==> src/rtl/core/pats_pkg.sv <==
// ----------------------------------------------------------------------------
// pats_pkg
// Shared sizes, operation codes and types of the task scheduler.
// ----------------------------------------------------------------------------
`default_nettype none

package pats_pkg;

   localparam int NUM_TASKS      = 1024;
   localparam int NUM_WORKERS    = 8;
   localparam int NUM_PRIORITIES = 3;
   localparam int QUEUE_DEPTH    = 1024;

   localparam int TASK_W  = $clog2(NUM_TASKS);
   localparam int JC_W    = 11;
   localparam int OP_W    = 3;
   localparam int PRIO_W  = 2;
   localparam int AFF_W   = 4;
   localparam int WID_W   = 3;

   localparam int NUM_QUEUES  = (NUM_WORKERS + 1) * NUM_PRIORITIES;
   localparam int QIDX_W      = $clog2(NUM_QUEUES);
   localparam int PTR_W       = $clog2(QUEUE_DEPTH);
   localparam int QCNT_W      = PTR_W + 1;
   localparam int STORE_DEPTH = NUM_QUEUES * QUEUE_DEPTH;
   localparam int STORE_AW    = $clog2(STORE_DEPTH);

   localparam logic [OP_W-1:0] OP_CREATE   = 3'd0;
   localparam logic [OP_W-1:0] OP_SUBMIT   = 3'd1;
   localparam logic [OP_W-1:0] OP_POP      = 3'd2;
   localparam logic [OP_W-1:0] OP_COMPLETE = 3'd3;
   localparam logic [OP_W-1:0] OP_QUERY    = 3'd4;

   typedef struct packed {
      logic [OP_W-1:0]   opcode;
      logic [TASK_W-1:0] task_id;
      logic [TASK_W-1:0] parent_id;
      logic [PRIO_W-1:0] priority_req;
      logic [AFF_W-1:0]  affinity;
      logic [WID_W-1:0]  worker_id;
      logic              batch_last;
   } req_type;

   typedef struct packed {
      logic [TASK_W-1:0] result_task;
      logic              found;
      logic              is_done;
      logic              status;
      logic              batch_end;
   } rsp_type;

   typedef struct packed {
      logic [TASK_W-1:0] parent;
      logic [PRIO_W-1:0] prio;
      logic [AFF_W-1:0]  aff;
   } info_type;

   typedef struct packed {
      logic load;
      logic start;
      logic rd_pid;
      logic inc_pid;
      logic sub_upd;
      logic rd_par;
      logic par_upd;
      logic enq;
      logic zero_tid;
      logic pop_fin;
      logic qry_fin;
      logic out_load;
      logic clear;
   } cmd_type;

   typedef struct packed {
      logic [OP_W-1:0] op;
      logic            tid_zero;
      logic            par_zero;
      logic            old_two;
      logic            clr_last;
      logic            out_busy;
   } stat_type;

endpackage

`default_nettype wire

==> src/rtl/core/pats_ctrl.sv <==
// ----------------------------------------------------------------------------
// pats_ctrl
// Sequencer that steps each operation through the datapath.
// ----------------------------------------------------------------------------
`default_nettype none

module pats_ctrl (
   input  wire logic               clock,
   input  wire logic               reset,
   input  wire logic               req_valid,
   output logic                    req_ready,
   input  wire pats_pkg::stat_type stat,
   output pats_pkg::cmd_type       cmd
);

   typedef enum logic [13:0] {
      ST_CLEAR  = 14'b00000000000001,
      ST_IDLE   = 14'b00000000000010,
      ST_READ   = 14'b00000000000100,
      ST_CR2    = 14'b00000000001000,
      ST_CR3    = 14'b00000000010000,
      ST_SB2    = 14'b00000000100000,
      ST_CP2    = 14'b00000001000000,
      ST_CP3    = 14'b00000010000000,
      ST_ENQ    = 14'b00000100000000,
      ST_ZERO   = 14'b00001000000000,
      ST_POP2   = 14'b00010000000000,
      ST_QRY2   = 14'b00100000000000,
      ST_FINISH = 14'b01000000000000,
      ST_SPARE  = 14'b10000000000000
   } state_type;

   state_type state_ff, state_in;

   always_ff @(posedge clock) begin
      if (reset) begin
         state_ff <= ST_CLEAR;
      end else begin
         state_ff <= state_in;
      end
   end

   assign req_ready = (state_ff == ST_IDLE);

   always_comb begin
      state_in = state_ff;
      cmd      = '0;
      case (state_ff)
         ST_CLEAR: begin
            cmd.clear = 1'b1;
            if (stat.clr_last) state_in = ST_IDLE;
         end
         ST_IDLE: begin
            cmd.load = req_valid;
            if (req_valid) state_in = ST_READ;
         end
         ST_READ: begin
            cmd.start = 1'b1;
            case (stat.op)
               pats_pkg::OP_CREATE:   state_in = ST_CR2;
               pats_pkg::OP_SUBMIT:   state_in = stat.tid_zero ? ST_FINISH : ST_SB2;
               pats_pkg::OP_POP:      state_in = ST_POP2;
               pats_pkg::OP_COMPLETE: state_in = stat.tid_zero ? ST_FINISH : ST_CP2;
               pats_pkg::OP_QUERY:    state_in = ST_QRY2;
               default:               state_in = ST_FINISH;
            endcase
         end
         ST_CR2: begin
            cmd.rd_pid = 1'b1;
            state_in   = ST_CR3;
         end
         ST_CR3: begin
            cmd.inc_pid = 1'b1;
            state_in    = ST_FINISH;
         end
         ST_SB2: begin
            cmd.sub_upd = 1'b1;
            state_in    = stat.old_two ? ST_ENQ : ST_FINISH;
         end
         ST_CP2: begin
            cmd.rd_par = 1'b1;
            state_in   = stat.par_zero ? ST_ZERO : ST_CP3;
         end
         ST_CP3: begin
            cmd.par_upd = 1'b1;
            state_in    = stat.old_two ? ST_ENQ : ST_ZERO;
         end
         ST_ENQ: begin
            cmd.enq  = 1'b1;
            state_in = (stat.op == pats_pkg::OP_COMPLETE) ? ST_ZERO : ST_FINISH;
         end
         ST_ZERO: begin
            cmd.zero_tid = 1'b1;
            state_in     = ST_FINISH;
         end
         ST_POP2: begin
            cmd.pop_fin = 1'b1;
            state_in    = ST_FINISH;
         end
         ST_QRY2: begin
            cmd.qry_fin = 1'b1;
            state_in    = ST_FINISH;
         end
         ST_FINISH: begin
            if (!stat.out_busy) begin
               cmd.out_load = 1'b1;
               state_in     = ST_IDLE;
            end
         end
         default: begin
            state_in = ST_IDLE;
         end
      endcase
   end

endmodule

`default_nettype wire

==> config.mk <==
export PLATFORM = sky130hd
export DESIGN_NAME = pats_ctrl
export DESIGN_NICKNAME = d
export VERILOG_FILES = /design/src/rtl/core/pats_pkg.sv /design/src/rtl/core/pats_ctrl.sv
export SDC_FILE = /design/constraint.sdc
export NUM_CORES = 1
export LEC_CHECK = 0
export BUFFER_PORTS_ARGS = -buffer_cell sky130_fd_sc_hd__buf_2
export CORE_MARGIN = 8
export CORE_UTILIZATION = 48
export DETAILED_ROUTE_END_ITERATION = 12
export PLACE_DENSITY = 0.8
export SETUP_SLACK_MARGIN = 0.15
export SLEW_MARGIN = 0
export SYNTH_ARGS = -nofsm -noshare
export SYNTH_HDL_FRONTEND = slang
export SYNTH_SLANG_ARGS = --single-unit
==> constraint.sdc <==
create_clock -name clock -period 2.33 [get_ports clock]
set_input_delay 0.3495 -clock clock [delete_from_list [all_inputs] [get_ports clock]]
set_output_delay 0.3495 -clock clock [all_outputs]
set_load 0.02 [all_outputs]
==> metrics.md <==
| Metric | Value |
|---|---|
| Final setup viols | `10` |
| Pwr per Cell Area | `approximately 370 nW/um^2` |
| Failing checks | `setup timing` |
| Total of max-cap violations | `0` |
| Largest Register | `state_ff` |
| Reg-to-reg slack, setup | `-0.04 ns` |
| Post-DP HPWL | `roughly 1800 um` |
| Pin count of the biggest net entering global routing | `13` |
| Net count after synthesis | `between 100 and 150` |
| Yosys warnings | `0` |
| FF+latch count, synth | `13` |
| Port bufs | `24` |
| Worst EP required | `1.98 ns` |
| Post-synthesis xor/xnor area fraction | `under 10%` |
| Synth Area in Compound Gates | `10.2%` |
| I/O pin count | `25` |
| Top flop regs | `state_ff (13)` |
| Most frequent cells in the layout | `buf_4, buf_2, buf_6` |
| Largest register FFs | `13` |
| Crit Path Category | `flop to output port` |
| Period utilisation layout | `114%` |
| Worst Tran Pin Value | `0.702 ns` |
| Total CTS buffers | `3` |
| Final Hold Viols | `0` |
| Root Driver | `clkbuf_4` |
| Initial antenna violation count | `0` |
| Vias in the first global route | `roughly 990` |
| Detail Route Antenna Nets | `0` |
| Simple-gate area share of the yosys netlist | `49.8%` |
| RSZ-0062 raised after global routing | `true` |
| Htree depth | `1` |
| Critical hold path startpoint | `stat[3]` |
| Rows | `14` |
| Seq/Total Area, Yosys | `33.7%` |
| Critical register-to-register path endpoint | `state_ff[5]` |
| Core region area | `1510 um^2` |
| Critical Path Source Type | `flop` |
| Combinational family with the most area after synthesis | `simple AND/OR/NAND/NOR gates` |
| EDFF count, synth | `0` |
| Top FF cell, synth | `dfxtp_1` |
| Crit-path max FO | `4` |
| Run status | `finished with violations` |
| First-pass GRT wire length | `about 4700 um` |
| Clock Skew | `approximately 0.0058 ns` |
| Max clock buf depth | `2` |
| Num Clock Sinks | `13` |
| Final setup margin | `-0.335 ns` |
| Crit. Startpoint | `state_ff[4]` |
| GRT Resource Usage Total | `18.0%` |
| WL final | `4030 um` |
| Clock Pin Slew Worst Setup and Hold Paths | `0.09 ns` |
| Hold depth | `2` |
| Drt first-iter violations | `60` |
| Worst Hold Path EP | `state_ff[7]` |
| Rel. slew slack | `53.1%` |
| Async S/R FF share, synth | `0%` |
| Clk Latency, worst-skew pair | `0.31 ns` |
| Vias per inst | `6.79` |
| Mean area per synthesized cell | `8.50 um^2` |
| Hold buffers post-CTS | `0` |
| Peak Freq | `375 MHz` |
| Setup TNS | `-1.46 ns` |
| Worst slack, placed | `slightly below 0.06 ns` |
| Post-synthesis adder-cell area fraction | `0%` |
| 1st-pass router iterations | `4` |
| Worst hold path class | `input port to flop` |
| Gpl congestion | `0.840` |
| # nets final | `roughly 160` |
| TritonCTS clock tree | `yes` |
| Static Leak | `0.589 nW` |
| Final Max Tran Viols | `0` |
| Area growth from synthesis to layout | `82.5%` |
| Mapped Area | `773 um^2` |
| CP arrival | `2.32 ns` |
| Tmin final | `roughly 2.7 ns` |
| Worst r2r src | `state_ff[4]` |
| Share of layout cells above drive strength 1 | `64.6%` |
| Die ar. | `3150 um^2` |
| Routed vias | `1087` |
| Commonest non-fill, non-tap cell in the layout | `buf_4` |
| Die span in y | `56.1 um` |
| Grt ovf | `0` |
| Routed length per instance | `25.2 um` |
| Die W | `56.1 um` |
| Reg2reg path depth | `9` |
| Crit end category | `output port` |
| Gate Count Post-Synth | `91` |
| Netlist cell types | `38` |
| Antenna diodes | `0` |
| Initial Util | `~50%` |
| DRC violations left | `0` |
| VDD IR max | `466 uV` |
| Multiplexer share of the synthesized area | `0%` |
## layer usage
layer / vias to the layer above / GRT usage, % / share of wire, %
li1: 461 / - / -
met1: 502 / 20.2 / 35
met2: 94 / 31.1 / 47
met3: 30 / 5.02 / 11
met4: 0 / 6.87 / 7.1
met5: - / 0 / 0
## report_power, final
part,internal [mW],switching [mW]
Sequential,0.227,0.00515
Clock,0.0644,0.0965
Combinational,0.0600,0.0693
## how the worst max path moves through the flow
stage | endpoint | slack (ns) | cells after the start
floorplan | cmd[2] | -0.001 | 5
global placement | cmd[2] | 0.10 | 5
detailed placement | cmd[3] | 0.06 | 5
CTS | cmd[3] | -0.19 | 5
global route | cmd[2] | -0.33 | 5
finish | cmd[2] | -0.34 | 5
## synthesized netlist by cell type (all sizes together), types with 3 or more instances
| master | n | area, um^2 |
|---|---|---|
| or4b | 3 | 30.0 |
| nand2b | 3 | 18.8 |
| o21ai | 3 | 15.0 |
| nor4 | 7 | 43.8 |
| dfxtp | 13 | 260 |
| nor2 | 9 | 33.8 |
| or4 | 5 | 41.3 |
| nor3 | 6 | 41.3 |
| nand2 | 4 | 17.5 |
| nor4b | 5 | 43.8 |
## critical path, stage by stage, from the launching register on
cell and delay [ns]:
dfxtp_1 0.38, or4_4 0.52, or2_4 0.27, or3_4 0.38, nor4b_4 0.26, buf_4 0.19
## logic make-up (layout without fill, tap and decap cells)
| family | count (synthesis) | count (layout) |
|---|---|---|
| AOI/OAI and AO/OA | 12 | 12 |
| xor gates and xnor gates | 2 | 2 |
| buffers and inverters | 6 | 59 |
| DFF | 13 | 13 |
| and+or+nand+nor | 58 | 58 |
## stage by stage
stage / hold slack [ns] / cells / utilization, % / cell area, um^2 / total power [mW]
after floorplan: 0.419 / 91 / - / 827 / 0.281
after CTS: 0.229 / 151 / 80.9 / 1220 / 0.473
after detailed placement: 0.533 / 136 / 67.1 / 1010 / 0.311
after global routing: 0.213 / 160 / 93.7 / 1410 / 0.539
final: 0.221 / 160 / 93.7 / 1410 / 0.522
after global placement: 0.532 / 136 / 67.1 / 1010 / 0.309
## cell type report
| cell class | count | area [um^2] |
|---|---|---|
| clock inverters | 1 | 5.00 |
| flip-flops and latches | 13 | 267 |
| clock buffers | 3 | 22.5 |
| well taps | 16 | 20.0 |
| inverters | 2 | 7.51 |
| repair buffers | 53 | 415 |
| multi-input cells | 72 | 674 |
| fillers | 50 | 95.1 |
## repair_timing
action / 4_1_cts / 5_1_grt
pin swaps: 7 / 15
resized for setup: 27 / 30
endpoints found under the hold margin: 0 / 0
gates cloned: 0 / 0
endpoints found under the setup margin: 13 / 18
buffers inserted: 11 / 9
Note: power is estimated with default switching activity, not from simulation.
